### src/rtl/rc4hsc_pkg.sv
// ============================================================================
// rc4hsc_pkg
// Shared types, codes and helper functions of the RC4 hex stream cipher.
// ============================================================================
`default_nettype none

package rc4hsc_pkg;

    localparam int KEY_BITS = 256;

    // Work command handed from the character front end to the cipher core
    typedef struct packed {
        logic       ksa;    // run the key schedule first
        logic       pair;   // one byte to encipher, two results
        logic       last;   // message ends with this command
        logic       ovf;    // characters were dropped
        logic [7:0] data;   // decoded byte
    } cmd_t;

    // Key configuration as seen by the core
    typedef struct packed {
        logic [KEY_BITS-1:0] key;
        logic [5:0]          len;
    } key_cfg_t;

    // Queue status toward the producer and consumer
    typedef struct packed {
        logic full;
        logic empty;
    } q_status_t;

    // Configuration register indexes
    typedef enum logic [2:0] {
        REG_KEY_WORD_0 = 3'd0,
        REG_KEY_WORD_1 = 3'd1,
        REG_KEY_WORD_2 = 3'd2,
        REG_KEY_WORD_3 = 3'd3,
        REG_KEY_LENGTH = 3'd4
    } reg_idx_t;

    // Core sequencer states
    typedef enum logic [3:0] {
        ST_IDLE,
        ST_INIT,
        ST_KSA_RD_I,
        ST_KSA_RD_J,
        ST_KSA_WR_I,
        ST_KSA_WR_J,
        ST_GEN_RD_I,
        ST_GEN_RD_J,
        ST_GEN_WR_I,
        ST_GEN_WR_J,
        ST_GEN_RD_K,
        ST_OUT_HI,
        ST_OUT_LO,
        ST_OUT_END
    } state_t;

    localparam logic [5:0] KEY_LEN_RESET = 6'd16;
    localparam logic [7:0] ASCII_ZERO    = 8'h30;
    localparam logic [7:0] ASCII_NINE    = 8'h39;
    localparam logic [7:0] ASCII_UPPER_A = 8'h41;
    localparam logic [7:0] ASCII_UPPER_F = 8'h46;
    localparam logic [7:0] CASE_BIT      = 8'h20;

    // ASCII character to nibble; anything that is not hex reads as zero
    function automatic logic [3:0] hex_decode(input logic [7:0] c);
        logic [7:0] u;
        logic [3:0] n;
        u = c & ~CASE_BIT;
        n = 4'd0;
        if (c >= ASCII_ZERO && c <= ASCII_NINE) begin
            n = 4'(c - ASCII_ZERO);
        end
        else if (u >= ASCII_UPPER_A && u <= ASCII_UPPER_F) begin
            n = 4'(u - ASCII_UPPER_A + 8'd10);
        end
        return n;
    endfunction

    // Nibble to lowercase ASCII hex character
    function automatic logic [7:0] hex_encode(input logic [3:0] n);
        logic [7:0] c;
        if (n < 4'd10) begin
            c = ASCII_ZERO + {4'd0, n};
        end
        else begin
            c = 8'h57 + {4'd0, n};
        end
        return c;
    endfunction

endpackage

`default_nettype wire

### src/rtl/rc4_hex_stream_cipher.sv
// ============================================================================
// rc4_hex_stream_cipher
// RC4 stream cipher over hex-encoded messages with an APB key register port.
// ============================================================================
// Feed a message one ASCII character per transaction, with is_last on the
// final character. The first character of each message starts a fresh RC4
// key schedule over key_word_0..3 (key byte 0 in the low bits of key_word_0)
// and key_length bytes (0 is used as 1, anything above MAX_KEY_BYTES is
// clamped). Every two characters form one byte, high nibble first; a non-hex
// character counts as zero. Each byte is XORed with the next keystream byte
// and comes back as two lowercase hex characters, high nibble first. The
// last result of a message carries end_of_message; if the message ended on
// an unpaired character, that last result is empty (has_char low). Past
// MAX_MESSAGE_CHARS characters the rest are dropped without output and the
// last result raises overflow.
// Timing: while the queue has room, the front end takes one character per
// cycle into a four-entry command queue, so stalls on the result side do
// not reach the input until the queue fills. The core runs everything
// through one 256-byte state memory with one read and one write port: the
// key schedule is an identity fill of all 256 entries and then 256 swap
// steps (read S[i], read S[j], write S[i], write S[j]); one enciphered byte
// takes a dispatch from the queue, the same four memory steps plus a
// keystream read, and then one hex result per nibble before the next command.
// Registers are 64 bits wide at byte address 8*index (key_length at 0x20);
// write them only while the block is idle.
// ============================================================================
`default_nettype none

module rc4_hex_stream_cipher
    import rc4hsc_pkg::*;
#(
    parameter int MAX_MESSAGE_CHARS = 512,
    parameter int MAX_KEY_BYTES     = 32
)
(
    input  wire logic        clk,
    input  wire logic        rst_n,

    // APB configuration port
    input  wire logic        psel,
    input  wire logic        penable,
    input  wire logic        pwrite,
    input  wire logic [5:0]  paddr,
    input  wire logic [63:0] pwdata,
    output      logic [63:0] prdata,
    output      logic        pready,

    // character input channel
    input  wire logic        char_valid,
    output      logic        char_stall,
    input  wire logic [7:0]  hex_char,
    input  wire logic        is_last,

    // result channel
    output      logic        res_valid,
    input  wire logic        res_stall,
    output      logic [7:0]  out_char,
    output      logic        has_char,
    output      logic        end_of_message,
    output      logic        overflow
);

    logic [63:0] key_word_reg [4];
    logic [5:0]  key_length_reg;

    logic      wr_en;
    reg_idx_t  reg_idx;
    key_cfg_t  key_cfg;

    logic      accept;
    logic      push;
    cmd_t      push_cmd;
    logic      pop;
    cmd_t      head;
    q_status_t q_status;

    // register file: write on the access phase, pready is never held low
    assign pready  = 1'b1;
    assign reg_idx = reg_idx_t'(paddr[5:3]);
    assign wr_en   = psel && penable && pwrite;

    always_ff @(posedge clk or negedge rst_n)
    begin
        if (!rst_n) begin
            key_word_reg[0] <= 64'd0;
            key_word_reg[1] <= 64'd0;
            key_word_reg[2] <= 64'd0;
            key_word_reg[3] <= 64'd0;
            key_length_reg  <= KEY_LEN_RESET;
        end
        else if (wr_en) begin
            unique case (reg_idx)
                REG_KEY_WORD_0: key_word_reg[0] <= pwdata;
                REG_KEY_WORD_1: key_word_reg[1] <= pwdata;
                REG_KEY_WORD_2: key_word_reg[2] <= pwdata;
                REG_KEY_WORD_3: key_word_reg[3] <= pwdata;
                REG_KEY_LENGTH: key_length_reg  <= pwdata[5:0];
                default:        ; // unmapped: drop the write
            endcase
        end
    end

    always_comb
    begin
        unique case (reg_idx)
            REG_KEY_WORD_0: prdata = key_word_reg[0];
            REG_KEY_WORD_1: prdata = key_word_reg[1];
            REG_KEY_WORD_2: prdata = key_word_reg[2];
            REG_KEY_WORD_3: prdata = key_word_reg[3];
            REG_KEY_LENGTH: prdata = {58'd0, key_length_reg};
            default:        prdata = 64'd0;
        endcase
    end

    assign key_cfg = {key_word_reg[3], key_word_reg[2], key_word_reg[1], key_word_reg[0],
                      key_length_reg};

    // hold the input only while the command queue is full
    assign char_stall = q_status.full;
    assign accept     = char_valid && !char_stall;

    rc4hsc_front #(
        .MAX_MESSAGE_CHARS (MAX_MESSAGE_CHARS)
    ) u_front (
        .clk      (clk),
        .rst_n    (rst_n),
        .accept   (accept),
        .hex_char (hex_char),
        .is_last  (is_last),
        .push     (push),
        .cmd      (push_cmd)
    );

    rc4hsc_fifo u_fifo (
        .clk      (clk),
        .rst_n    (rst_n),
        .push     (push),
        .push_cmd (push_cmd),
        .pop      (pop),
        .head     (head),
        .status   (q_status)
    );

    rc4hsc_core #(
        .MAX_KEY_BYTES (MAX_KEY_BYTES)
    ) u_core (
        .clk            (clk),
        .rst_n          (rst_n),
        .key_cfg        (key_cfg),
        .q_status       (q_status),
        .head           (head),
        .pop            (pop),
        .res_valid      (res_valid),
        .res_stall      (res_stall),
        .out_char       (out_char),
        .has_char       (has_char),
        .end_of_message (end_of_message),
        .overflow       (overflow)
    );

endmodule

`default_nettype wire

### src/rtl/rc4hsc_front.sv
// ============================================================================
// rc4hsc_front
// Character front end: pairs hex characters into bytes, counts and drops
// characters past the message limit, and issues work commands.
// ============================================================================
`default_nettype none

module rc4hsc_front
    import rc4hsc_pkg::*;
#(
    parameter int MAX_MESSAGE_CHARS = 512
)
(
    input  wire logic       clk,
    input  wire logic       rst_n,
    input  wire logic       accept,
    input  wire logic [7:0] hex_char,
    input  wire logic       is_last,
    output      logic       push,
    output      cmd_t       cmd
);

    localparam int CNT_W = $clog2(MAX_MESSAGE_CHARS + 1);
    localparam logic [CNT_W-1:0] CNT_MAX = CNT_W'(MAX_MESSAGE_CHARS);

    logic             in_message_reg, in_message_next;
    logic             pair_half_reg, pair_half_next;
    logic [3:0]       high_nibble_reg, high_nibble_next;
    logic [CNT_W-1:0] char_count_reg, char_count_next;
    logic             dropped_reg, dropped_next;

    logic             first;
    logic             cur_half;
    logic [CNT_W-1:0] cur_count;
    logic             cur_drop;
    logic [3:0]       nib;

    always_comb
    begin
        first     = !in_message_reg;
        cur_half  = first ? 1'b0 : pair_half_reg;
        cur_count = first ? '0 : char_count_reg;
        cur_drop  = first ? 1'b0 : dropped_reg;
        nib       = hex_decode(hex_char);

        in_message_next  = in_message_reg;
        pair_half_next   = pair_half_reg;
        high_nibble_next = high_nibble_reg;
        char_count_next  = char_count_reg;
        dropped_next     = dropped_reg;

        cmd      = '0;
        cmd.ksa  = first;
        cmd.data = {high_nibble_reg, nib};
        push     = 1'b0;

        if (accept) begin
            in_message_next  = 1'b1;
            pair_half_next   = cur_half;
            char_count_next  = cur_count;
            dropped_next     = cur_drop;
            if (cur_count < CNT_MAX) begin
                char_count_next = cur_count + 1'b1;
                if (!cur_half) begin
                    high_nibble_next = nib;
                    pair_half_next   = 1'b1;
                end
                else begin
                    pair_half_next = 1'b0;
                    cmd.pair       = 1'b1;
                end
            end
            else begin
                dropped_next = 1'b1;
            end
            if (is_last) begin
                cmd.last         = 1'b1;
                cmd.ovf          = dropped_next;
                in_message_next  = 1'b0;
                pair_half_next   = 1'b0;
                high_nibble_next = 4'd0;
            end
            push = cmd.ksa || cmd.pair || cmd.last;
        end
    end

    always_ff @(posedge clk or negedge rst_n)
    begin
        if (!rst_n) begin
            in_message_reg  <= 1'b0;
            pair_half_reg   <= 1'b0;
            high_nibble_reg <= 4'd0;
            char_count_reg  <= '0;
            dropped_reg     <= 1'b0;
        end
        else begin
            in_message_reg  <= in_message_next;
            pair_half_reg   <= pair_half_next;
            high_nibble_reg <= high_nibble_next;
            char_count_reg  <= char_count_next;
            dropped_reg     <= dropped_next;
        end
    end

endmodule

`default_nettype wire

### src/rtl/rc4hsc_fifo.sv
// ============================================================================
// rc4hsc_fifo
// Short command queue between the front end and the cipher core.
// ============================================================================
`default_nettype none

module rc4hsc_fifo
    import rc4hsc_pkg::*;
(
    input  wire logic clk,
    input  wire logic rst_n,
    input  wire logic push,
    input  wire cmd_t push_cmd,
    input  wire logic pop,
    output      cmd_t head,
    output q_status_t status
);

    localparam int DEPTH = 4;
    localparam int AW    = $clog2(DEPTH);

    cmd_t          entry_reg [DEPTH];
    logic [AW-1:0] wr_ptr_reg, wr_ptr_next;
    logic [AW-1:0] rd_ptr_reg, rd_ptr_next;
    logic [AW:0]   count_reg, count_next;

    logic do_push;
    logic do_pop;

    always_comb
    begin
        status.full  = (count_reg == (AW+1)'(DEPTH));
        status.empty = (count_reg == '0);
        do_push      = push && !status.full;
        do_pop       = pop && !status.empty;
        head         = entry_reg[rd_ptr_reg];
        wr_ptr_next  = do_push ? wr_ptr_reg + 1'b1 : wr_ptr_reg;
        rd_ptr_next  = do_pop ? rd_ptr_reg + 1'b1 : rd_ptr_reg;
        count_next   = count_reg + (AW+1)'(do_push) - (AW+1)'(do_pop);
    end

    always_ff @(posedge clk or negedge rst_n)
    begin
        if (!rst_n) begin
            wr_ptr_reg <= '0;
            rd_ptr_reg <= '0;
            count_reg  <= '0;
        end
        else begin
            wr_ptr_reg <= wr_ptr_next;
            rd_ptr_reg <= rd_ptr_next;
            count_reg  <= count_next;
        end
    end

    always_ff @(posedge clk)
    begin
        if (do_push) begin
            entry_reg[wr_ptr_reg] <= push_cmd;
        end
    end

endmodule

`default_nettype wire

### src/rtl/rc4hsc_core.sv
// ============================================================================
// rc4hsc_core
// Cipher core: RC4 key schedule and keystream over a 256 x 8 state memory,
// byte encipher and hex result register.
// ============================================================================
`default_nettype none

module rc4hsc_core
    import rc4hsc_pkg::*;
#(
    parameter int MAX_KEY_BYTES = 32
)
(
    input  wire logic       clk,
    input  wire logic       rst_n,
    input  wire key_cfg_t   key_cfg,
    input  wire q_status_t  q_status,
    input  wire cmd_t       head,
    output      logic       pop,
    output      logic       res_valid,
    input  wire logic       res_stall,
    output      logic [7:0] out_char,
    output      logic       has_char,
    output      logic       end_of_message,
    output      logic       overflow
);

    localparam logic [5:0] KEY_MAX = 6'(MAX_KEY_BYTES);

    state_t     state_reg, state_next;
    cmd_t       cmd_reg, cmd_next;
    logic [7:0] n_reg, n_next;
    logic [4:0] kpos_reg, kpos_next;
    logic [7:0] i_reg, i_next;
    logic [7:0] j_reg, j_next;
    logic [7:0] si_reg, si_next;
    logic [7:0] sj_reg, sj_next;

    logic       res_valid_reg, res_valid_next;
    logic [7:0] out_char_reg, out_char_next;
    logic       has_char_reg, has_char_next;
    logic       eom_reg, eom_next;
    logic       ovf_reg, ovf_next;

    // state memory, one write and one registered read per cycle
    logic [7:0] sbox_mem [256];
    logic [7:0] rdata_reg;
    logic       re;
    logic [7:0] raddr;
    logic       we;
    logic [7:0] waddr;
    logic [7:0] wdata;

    logic [5:0] eff_len;
    logic [7:0] key_byte;
    logic [7:0] j_sum;
    logic [7:0] cipher;
    logic       out_free;

    always_comb
    begin
        if (key_cfg.len == 6'd0) begin
            eff_len = 6'd1;
        end
        else if (key_cfg.len > KEY_MAX) begin
            eff_len = KEY_MAX;
        end
        else begin
            eff_len = key_cfg.len;
        end
        key_byte = key_cfg.key[{kpos_reg, 3'b000} +: 8];
        cipher   = cmd_reg.data ^ rdata_reg;
        out_free = !res_valid_reg || !res_stall;
    end

    always_ff @(posedge clk or negedge rst_n)
    begin
        if (!rst_n) begin
            state_reg     <= ST_IDLE;
            res_valid_reg <= 1'b0;
        end
        else begin
            state_reg     <= state_next;
            res_valid_reg <= res_valid_next;
        end
    end

    always_ff @(posedge clk)
    begin
        cmd_reg      <= cmd_next;
        n_reg        <= n_next;
        kpos_reg     <= kpos_next;
        i_reg        <= i_next;
        j_reg        <= j_next;
        si_reg       <= si_next;
        sj_reg       <= sj_next;
        out_char_reg <= out_char_next;
        has_char_reg <= has_char_next;
        eom_reg      <= eom_next;
        ovf_reg      <= ovf_next;
    end

    always_ff @(posedge clk)
    begin
        if (we) begin
            sbox_mem[waddr] <= wdata;
        end
        if (re) begin
            rdata_reg <= sbox_mem[raddr];
        end
    end

    always_comb
    begin
        state_next     = state_reg;
        cmd_next       = cmd_reg;
        n_next         = n_reg;
        kpos_next      = kpos_reg;
        i_next         = i_reg;
        j_next         = j_reg;
        si_next        = si_reg;
        sj_next        = sj_reg;
        out_char_next  = out_char_reg;
        has_char_next  = has_char_reg;
        eom_next       = eom_reg;
        ovf_next       = ovf_reg;
        res_valid_next = (res_valid_reg && res_stall);
        pop            = 1'b0;
        re             = 1'b0;
        raddr          = n_reg;
        we             = 1'b0;
        waddr          = n_reg;
        wdata          = n_reg;
        j_sum          = j_reg + rdata_reg;

        unique case (state_reg)
            ST_IDLE:
            begin
                if (!q_status.empty) begin
                    pop      = 1'b1;
                    cmd_next = head;
                    n_next   = 8'd0;
                    if (head.ksa) begin
                        state_next = ST_INIT;
                    end
                    else if (head.pair) begin
                        state_next = ST_GEN_RD_I;
                    end
                    else if (head.last) begin
                        state_next = ST_OUT_END;
                    end
                end
            end
            ST_INIT:
            begin
                // identity fill
                we     = 1'b1;
                n_next = n_reg + 8'd1;
                if (n_reg == 8'hFF) begin
                    j_next     = 8'd0;
                    kpos_next  = 5'd0;
                    state_next = ST_KSA_RD_I;
                end
            end
            ST_KSA_RD_I:
            begin
                re         = 1'b1;
                state_next = ST_KSA_RD_J;
            end
            ST_KSA_RD_J:
            begin
                si_next    = rdata_reg;
                j_next     = j_reg + rdata_reg + key_byte;
                raddr      = j_next;
                re         = 1'b1;
                state_next = ST_KSA_WR_I;
            end
            ST_KSA_WR_I:
            begin
                we         = 1'b1;
                wdata      = rdata_reg;
                state_next = ST_KSA_WR_J;
            end
            ST_KSA_WR_J:
            begin
                we     = 1'b1;
                waddr  = j_reg;
                wdata  = si_reg;
                n_next = n_reg + 8'd1;
                if ({1'b0, kpos_reg} + 6'd1 >= eff_len) begin
                    kpos_next = 5'd0;
                end
                else begin
                    kpos_next = kpos_reg + 5'd1;
                end
                if (n_reg == 8'hFF) begin
                    i_next = 8'd0;
                    j_next = 8'd0;
                    if (cmd_reg.pair) begin
                        state_next = ST_GEN_RD_I;
                    end
                    else if (cmd_reg.last) begin
                        state_next = ST_OUT_END;
                    end
                    else begin
                        state_next = ST_IDLE;
                    end
                end
                else begin
                    state_next = ST_KSA_RD_I;
                end
            end
            ST_GEN_RD_I:
            begin
                i_next     = i_reg + 8'd1;
                raddr      = i_next;
                re         = 1'b1;
                state_next = ST_GEN_RD_J;
            end
            ST_GEN_RD_J:
            begin
                si_next    = rdata_reg;
                j_next     = j_sum;
                raddr      = j_sum;
                re         = 1'b1;
                state_next = ST_GEN_WR_I;
            end
            ST_GEN_WR_I:
            begin
                sj_next    = rdata_reg;
                we         = 1'b1;
                waddr      = i_reg;
                wdata      = rdata_reg;
                state_next = ST_GEN_WR_J;
            end
            ST_GEN_WR_J:
            begin
                we         = 1'b1;
                waddr      = j_reg;
                wdata      = si_reg;
                state_next = ST_GEN_RD_K;
            end
            ST_GEN_RD_K:
            begin
                // keystream byte lands in rdata_reg and holds for both results
                raddr      = si_reg + sj_reg;
                re         = 1'b1;
                state_next = ST_OUT_HI;
            end
            ST_OUT_HI:
            begin
                if (out_free) begin
                    res_valid_next = 1'b1;
                    out_char_next  = hex_encode(cipher[7:4]);
                    has_char_next  = 1'b1;
                    eom_next       = 1'b0;
                    ovf_next       = 1'b0;
                    state_next     = ST_OUT_LO;
                end
            end
            ST_OUT_LO:
            begin
                if (out_free) begin
                    res_valid_next = 1'b1;
                    out_char_next  = hex_encode(cipher[3:0]);
                    has_char_next  = 1'b1;
                    eom_next       = cmd_reg.last;
                    ovf_next       = cmd_reg.last && cmd_reg.ovf;
                    state_next     = ST_IDLE;
                end
            end
            ST_OUT_END:
            begin
                if (out_free) begin
                    res_valid_next = 1'b1;
                    out_char_next  = 8'd0;
                    has_char_next  = 1'b0;
                    eom_next       = 1'b1;
                    ovf_next       = cmd_reg.ovf;
                    state_next     = ST_IDLE;
                end
            end
            default:
            begin
                state_next = ST_IDLE;
            end
        endcase
    end

    assign res_valid      = res_valid_reg;
    assign out_char       = out_char_reg;
    assign has_char       = has_char_reg;
    assign end_of_message = eom_reg;
    assign overflow       = ovf_reg;

endmodule

`default_nettype wire

### config.mk
export PLATFORM = sky130hd
export DESIGN_NAME = rc4_hex_stream_cipher
export DESIGN_NICKNAME = d
export VERILOG_FILES = /design/src/rtl/rc4hsc_pkg.sv /design/src/rtl/rc4_hex_stream_cipher.sv /design/src/rtl/rc4hsc_front.sv /design/src/rtl/rc4hsc_fifo.sv /design/src/rtl/rc4hsc_core.sv
export SDC_FILE = /design/constraint.sdc
export NUM_CORES = 2
export LEC_CHECK = 0
export BUFFER_PORTS_ARGS = -buffer_cell sky130_fd_sc_hd__buf_2
export CAP_MARGIN = 5
export CORE_ASPECT_RATIO = 0.5
export CORE_UTILIZATION = 50
export CTS_CLUSTER_DIAMETER = 30
export DETAILED_ROUTE_END_ITERATION = 7
export PLACE_DENSITY_LB_ADDON = 0.3
export SLEW_MARGIN = 10
export SYNTH_ARGS = -nofsm -noshare
export SYNTH_HDL_FRONTEND = slang
export SYNTH_SLANG_ARGS = --single-unit
### constraint.sdc
create_clock -name clk -period 7.25 [get_ports clk]
set_input_delay 1.0875 -clock clk [delete_from_list [all_inputs] [get_ports clk]]
set_output_delay 1.0875 -clock clk [all_outputs]
set_load 0.01 [all_outputs]
== Word-level counts from Yosys, hierarchy flattened ==
Memories as Yosys holds them, arrays and structs flattened. A register that Yosys moved wholly into a read port is not among the register bits.
Cells that the tools add are included.

* Muxes and demuxes: 70
* $lt $le $gt $ge: 9
* Equal/unequal tests: 30
* Reduce and logical (&&, ||, !) cells: 51
* Bitwise logic cells: 2
* Add/subtract/negate cells: 19
* Shift operators: 1

{| class="wikitable"
|+ Operator list
! operator !! number
|-
| $pmux W64 S5 || 1
|-
| $shiftx A256 B9 Y8 || 1
|-
| $pmux W8 S2 || 4
|-
| $mux W4 || 15
|-
| $mux W8 || 7
|-
| $pmux W4 S13 || 1
|-
| $pmux W8 S3 || 2
|-
| $pmux W8 S4 || 1
|-
| $mux W1 || 26
|-
| $add A8 B8 Y8 || 3
|-
| $eq A4 B4 Y1 const B || 6
|-
| $mux W10 || 2
|-
| $reduce_and A2 Y1 || 10
|-
| $add A7 B4 Y8 const A || 2
|-
| $add A8 B1 Y8 const B || 2
|-
| $eq A4 B3 Y1 const B || 4
|-
| $ne A2 B1 Y1 const B || 8
|-
| $add A6 B4 Y7 const A || 2
|-
| $mux W6 || 2
|-
| $reduce_or A2 Y1 || 6
|-
| $add A10 B1 Y10 const B || 1
|-
| $lt A10 B10 Y1 const B || 1
|-
| $mux W5 || 2
|-
| $pmux W5 S2 || 1
|-
| other kinds (41) || 72
|}

* Memories: 2
* Output and inout bits: 78
* Memory bits (writable): 2096
* Word-level logic and storage cells: 213
* Flip-flop bits (word level): 358

{| class="wikitable"
|+ Memory list
! memory !! depth !! bits a word !! read ports !! clocked after Yosys merged registers in !! wr ports !! line !! RTL
|-
| u_core.sbox_mem || 256 || 8 || 1 || 1 || 1 || rc4hsc_core.sv:46 || <nowiki>logic [7:0] sbox_mem [256];</nowiki>
|-
| u_fifo.entry_reg || 4 || 12 || 1 || 0 || 1 || rc4hsc_fifo.sv:22 || <nowiki>cmd_t entry_reg [DEPTH];</nowiki>
|}

== Depth between registers and ports, before layout ==
* Word-level depth: 10
* Gate-level depth with buffers: 28
* Depth with buffers taken out: 20

== By module ==
From an unflattened synthesis, not the netlist that was laid out.

* Cells, all modules: 7510
* Area total of the unflattened synthesis: 104612.8 sq um

{| class="wikitable"
|+ By module, submodules not included
! module !! cells an instance !! instances !! seq. area each (sq um) !! area an instance (sq um)
|-
| rc4hsc_core || 6552 || 1 || 63846.2 || 89246.8
|-
| rc4_hex_stream_cipher || 734 || 1 || 6557.5 || 12054.1
|-
| rc4hsc_fifo || 104 || 1 || 1616.6 || 2232.1
|-
| rc4hsc_front || 120 || 1 || 425.4 || 1079.8
|}

== Worst setup path after synthesis ==
Ideal clock, no wire load.

* Kind: register to register
* Start point: reg u_core.kpos_reg[0]
* End point: reg u_core.rdata_reg[0], read port of u_core.sbox_mem (data pin)
* Stages on the path, launching flop included: 25
* Data required time: 6991 ps
* Period minus slack after synthesis: 5983 ps
* Arrival: 5724 ps
* Slack: 1267 ps
* Path through: edfxtp_1 -> clkbuf_1 -> clkbuf_1 -> buf_1 -> mux2i_1 -> o21ai_0 -> nand2_1 -> nand2_1 -> o221ai_1 -> o21ai_0 -> ha_1 -> inv_1 -> fa_1 -> or4bb_1 -> o211a_1 -> o21a_1 -> buf_4 -> buf_6 -> buf_4 -> nand2_1 -> nand3_1 -> a221oi_1 -> nor3_1 -> or4_1 -> a211o_1

* Longest elaborated chain between the ends: 3

{| class="wikitable"
|+ Ends and longest elaborated chain
! item !! line !! RTL
|-
| start: declaration || rc4hsc_core.sv:33 || <nowiki>logic [4:0] kpos_reg, kpos_next;</nowiki>
|-
| start signal: assignment || rc4hsc_core.sv:92 || <nowiki>kpos_reg <= kpos_next;</nowiki>
|-
| $shiftx A256 B9 Y8 || rc4hsc_core.sv:71 || <nowiki>key_byte = key_cfg.key[{kpos_reg, 3'b000} +: 8];</nowiki>
|-
| $add A8 B8 Y8 || rc4hsc_core.sv:173 || <nowiki>j_next = j_reg + rdata_reg + key_byte;</nowiki>
|-
| $pmux W8 S4 || rc4hsc_core.sv:136 || <nowiki>unique case (state_reg)</nowiki>
|-
| end: declaration || rc4hsc_core.sv:47 || <nowiki>logic [7:0] rdata_reg;</nowiki>
|}

Every way passes these cells.
A chain may end at the register's enable or synchronous reset.

== Final worst setup path ==
* Start point: reg u_core.kpos_reg[1]
* End point: reg u_core.rdata_reg[4], read port of u_core.sbox_mem (data pin)

The elaborated chain is that of the path after synthesis.

==> key figures <==
Route
  • Via count: 66,362
  • Pre-antenna DRT Iters: 6
  • Final WL: 303,700 µm
  • Routed Antenna Nets: 0
  • DR DRC count: 0
  • Vias per inst: 6.425
  • Initial DRC count: 9,290
  • Wire length per cell: 29.41 µm

Setup path
  • Critical setup path kind: reg -> reg
  • Data arrival, critical path: 7.72 ns
  • Critical Path Sink Type: register
  • CP required: 7.89 ns
  • CP Launch Type: register
  • Critical Path Fanout Max: 21

STA
  • Clock Skew: 0.05889 ns
  • Slew Viols, Final: 0
  • Final hold violations: 0
  • Worst slew pin tran: 1.341 ns
  • Setup TNS: 0 ns
  • Max Fclk: 141.3 MHz
  • RSZ-0062 raised after global routing: false
  • Fin crit share: 97.60%
  • Crit path time final: 7.076 ns
  • Final setup fails: 0
  • Rel. slew slack: 10.49%

Clock tree
  • Post-cts hold buffer count: 0
  • Setup Buffers After CTS: 0
  • Clock-pin slew on the worst setup and hold paths: 0.06 ns
  • Later-pin clock latency in the skew report: 0.88 ns
  • H-tree levels: 5
  • Clock sinks: 2,461
  • CTS max path bufs: 4
  • Num CTS Buffers: 328
  • Clock Tree Root: clkbuf_16
  • CTS tree: built
  • Resized cells post-CTS: 0

Die
  • Core area: 204,200 µm²
  • DIE AREA: 208,200 µm²
  • IO Count: 164
  • Initial cell density of the core: 50.50%
  • DIE HEIGHT: 323.1 µm
  • Chip Width: 644.3 µm
  • Core Rows: 117

Logic synthesis
  • Synth Net Count: 7,156
  • Seq/Total Area, Yosys: 70.25%
  • Yosys warns: 0
  • Post-synth top area cell: edfxtp_1
  • Post-synth ARST share: 11.82%
  • Avg Inst Size Synth: 14.69 µm²
  • Count leader, synth: edfxtp_1
  • Synth top cells by count: edfxtp_1 (2,170), nand2_1 (1,102), a21oi_1 (392)
  • Post-synthesis register bit count: 2,461
  • Top_reg_cell synth: edfxtp_1
  • Post-synth EDFFs: 2,170
  • Top-area cell type share of the netlist area: 63.19%
  • Area contributors post-synth: edfxtp_1 (63%), dfrtp_1 (7.0%), mux4_2 (4.5%), nand2_1 (4.0%), mux2_2 (3.1%)
  • Synth cell types: 87
  • Synth Cell Area: 103,100 µm²
  • Mapped Cells: 7,022

Final layout
  • Max reg flops: 2,048
  • Nets: 7,448
  • # fillers: 15,288
  • P&R area growth vs syn: 16.00%
  • Share of post-route cells with drive strength above 1: 20.49%

Global routing
  • Remaining global-route overflow: 0
  • Largest net degree at the start of global routing: 213
  • Global-route wire length before repair: 438,700 µm
  • Number of global-route vias before repair: 63,843
  • Initial antenna violation count: 17
  • GR Util All Layers: 28.69%

Worst hold path
  • Worst Hold Class: in -> async

Job
  • Max-cap violations: 0

Place
  • Placer Congestion: 0.9241
  • Port bufs: 158
  • Dpl hpwl: 189,800 µm

Outcome
  • Outcome: finished, final reports clean
-- layout by cell type (no fill, tap or decap), types with 65 or more instances in the layout --
cell,netlist,final
buf_4,29,228
mux2i_1,256,256
nand3_1,312,305
mux4_2,208,208
nor2_1,362,358
o21ai_0,98,97
mux2_2,285,285
buf_2,163,157
dfrtp_1,290,290
edfxtp_1,2170,2170
nand2_1,1102,1093
a221oi_1,116,115
clkbuf_16,0,333
a21oi_1,392,391
a22o_1,65,65
a32oi_1,75,74
-- metrics by stage --
step                      util (%)  setup slack [ns]  area [µm²]  hold WS [ns]  std cells
after global placement       53.00            0.3375      108200        0.4637       9721
after CTS                    58.55            0.2558      119600        0.3540      10322
after global routing         58.57           0.08692      119600        0.3869      10322
after detailed placement     53.00            0.2688      108200        0.4739       9721
final                        58.58            0.1743      119600        0.3412      10329
after floorplan                  -             1.267      103100        0.4478       7022
-- worst max-delay path, cell delays in order, from the launching register on --
cell      delay, ns
edfxtp_1       0.57
buf_4          0.34
buf_4          0.40
mux4_2         0.46
o22ai_1        0.18
nor2_1         0.07
nand2_1        0.05
o21ai_0        0.16
ha_1           0.40
o21ai_0        0.22
or4b_2         0.65
o211a_1        0.18
nand2b_1       0.20
a31oi_2        0.79
nand2_1        0.17
buf_4          0.28
nor3_1         0.61
a211oi_1       0.21
a211oi_1       0.51
a41o_1         0.36
-- path summary, 6_finish.rpt --
path / start / to / slack, ns / depth (start not counted)
max: u_core.kpos_reg[1]$_SDFFCE_PP0P_ / u_core.rdata_reg[4]$_DFFE_PP_ / 0.17 / 19
min reg2reg: u_front.pair_half_reg$_DFFE_PN0P_ / u_front.pair_half_reg$_DFFE_PN0P_ / 0.48 / 2
max reg2reg: u_core.kpos_reg[1]$_SDFFCE_PP0P_ / u_core.rdata_reg[4]$_DFFE_PP_ / 0.17 / 19
max in group asynchronous: rst_n / key_cfg[242]$_DFFE_PN0P_ / 5.49 / 2
min in group clk: u_front.pair_half_reg$_DFFE_PN0P_ / u_front.pair_half_reg$_DFFE_PN0P_ / 0.48 / 2
min: rst_n / key_cfg[208]$_DFFE_PN0P_ / 0.34 / 1
-- cell type report --
type	instances	area [µm²]	share of cell area (%)
flip-flops and latches	2461	72450	60.56
multi-input cells	4058	28700	23.99
inverters	23	86.33	0.07217
clock buffers	361	8478	7.087
clock inverters	240	2841	2.375
repair buffers	442	3633	3.037
diodes	7	17.52	0.01464
well taps	2737	3425	2.863
-- kinds of logic after synthesis --
family,after synthesis,synth area share (%)
flops,2461,70.25
simple gates,2033,8.436
compound gates,1180,7.966
mux,749,10.14
buf+inv,503,2.200
fa+ha+maj,48,0.6115
xor+xnor,46,0.3907
other cells,2,0.007282
-- per-layer routing --
layer,vias to the layer above,track usage [%],routed length (µm)
met2,4303,43.62,136200
li1,27937,-,-
met5,-,0,298
met3,677,8.386,39140
met4,22,10.42,11380
met1,33423,39.57,116700
Power is not shown: default switching activity piles up to over one toggle a cycle in this logic, so the estimate is an artifact.
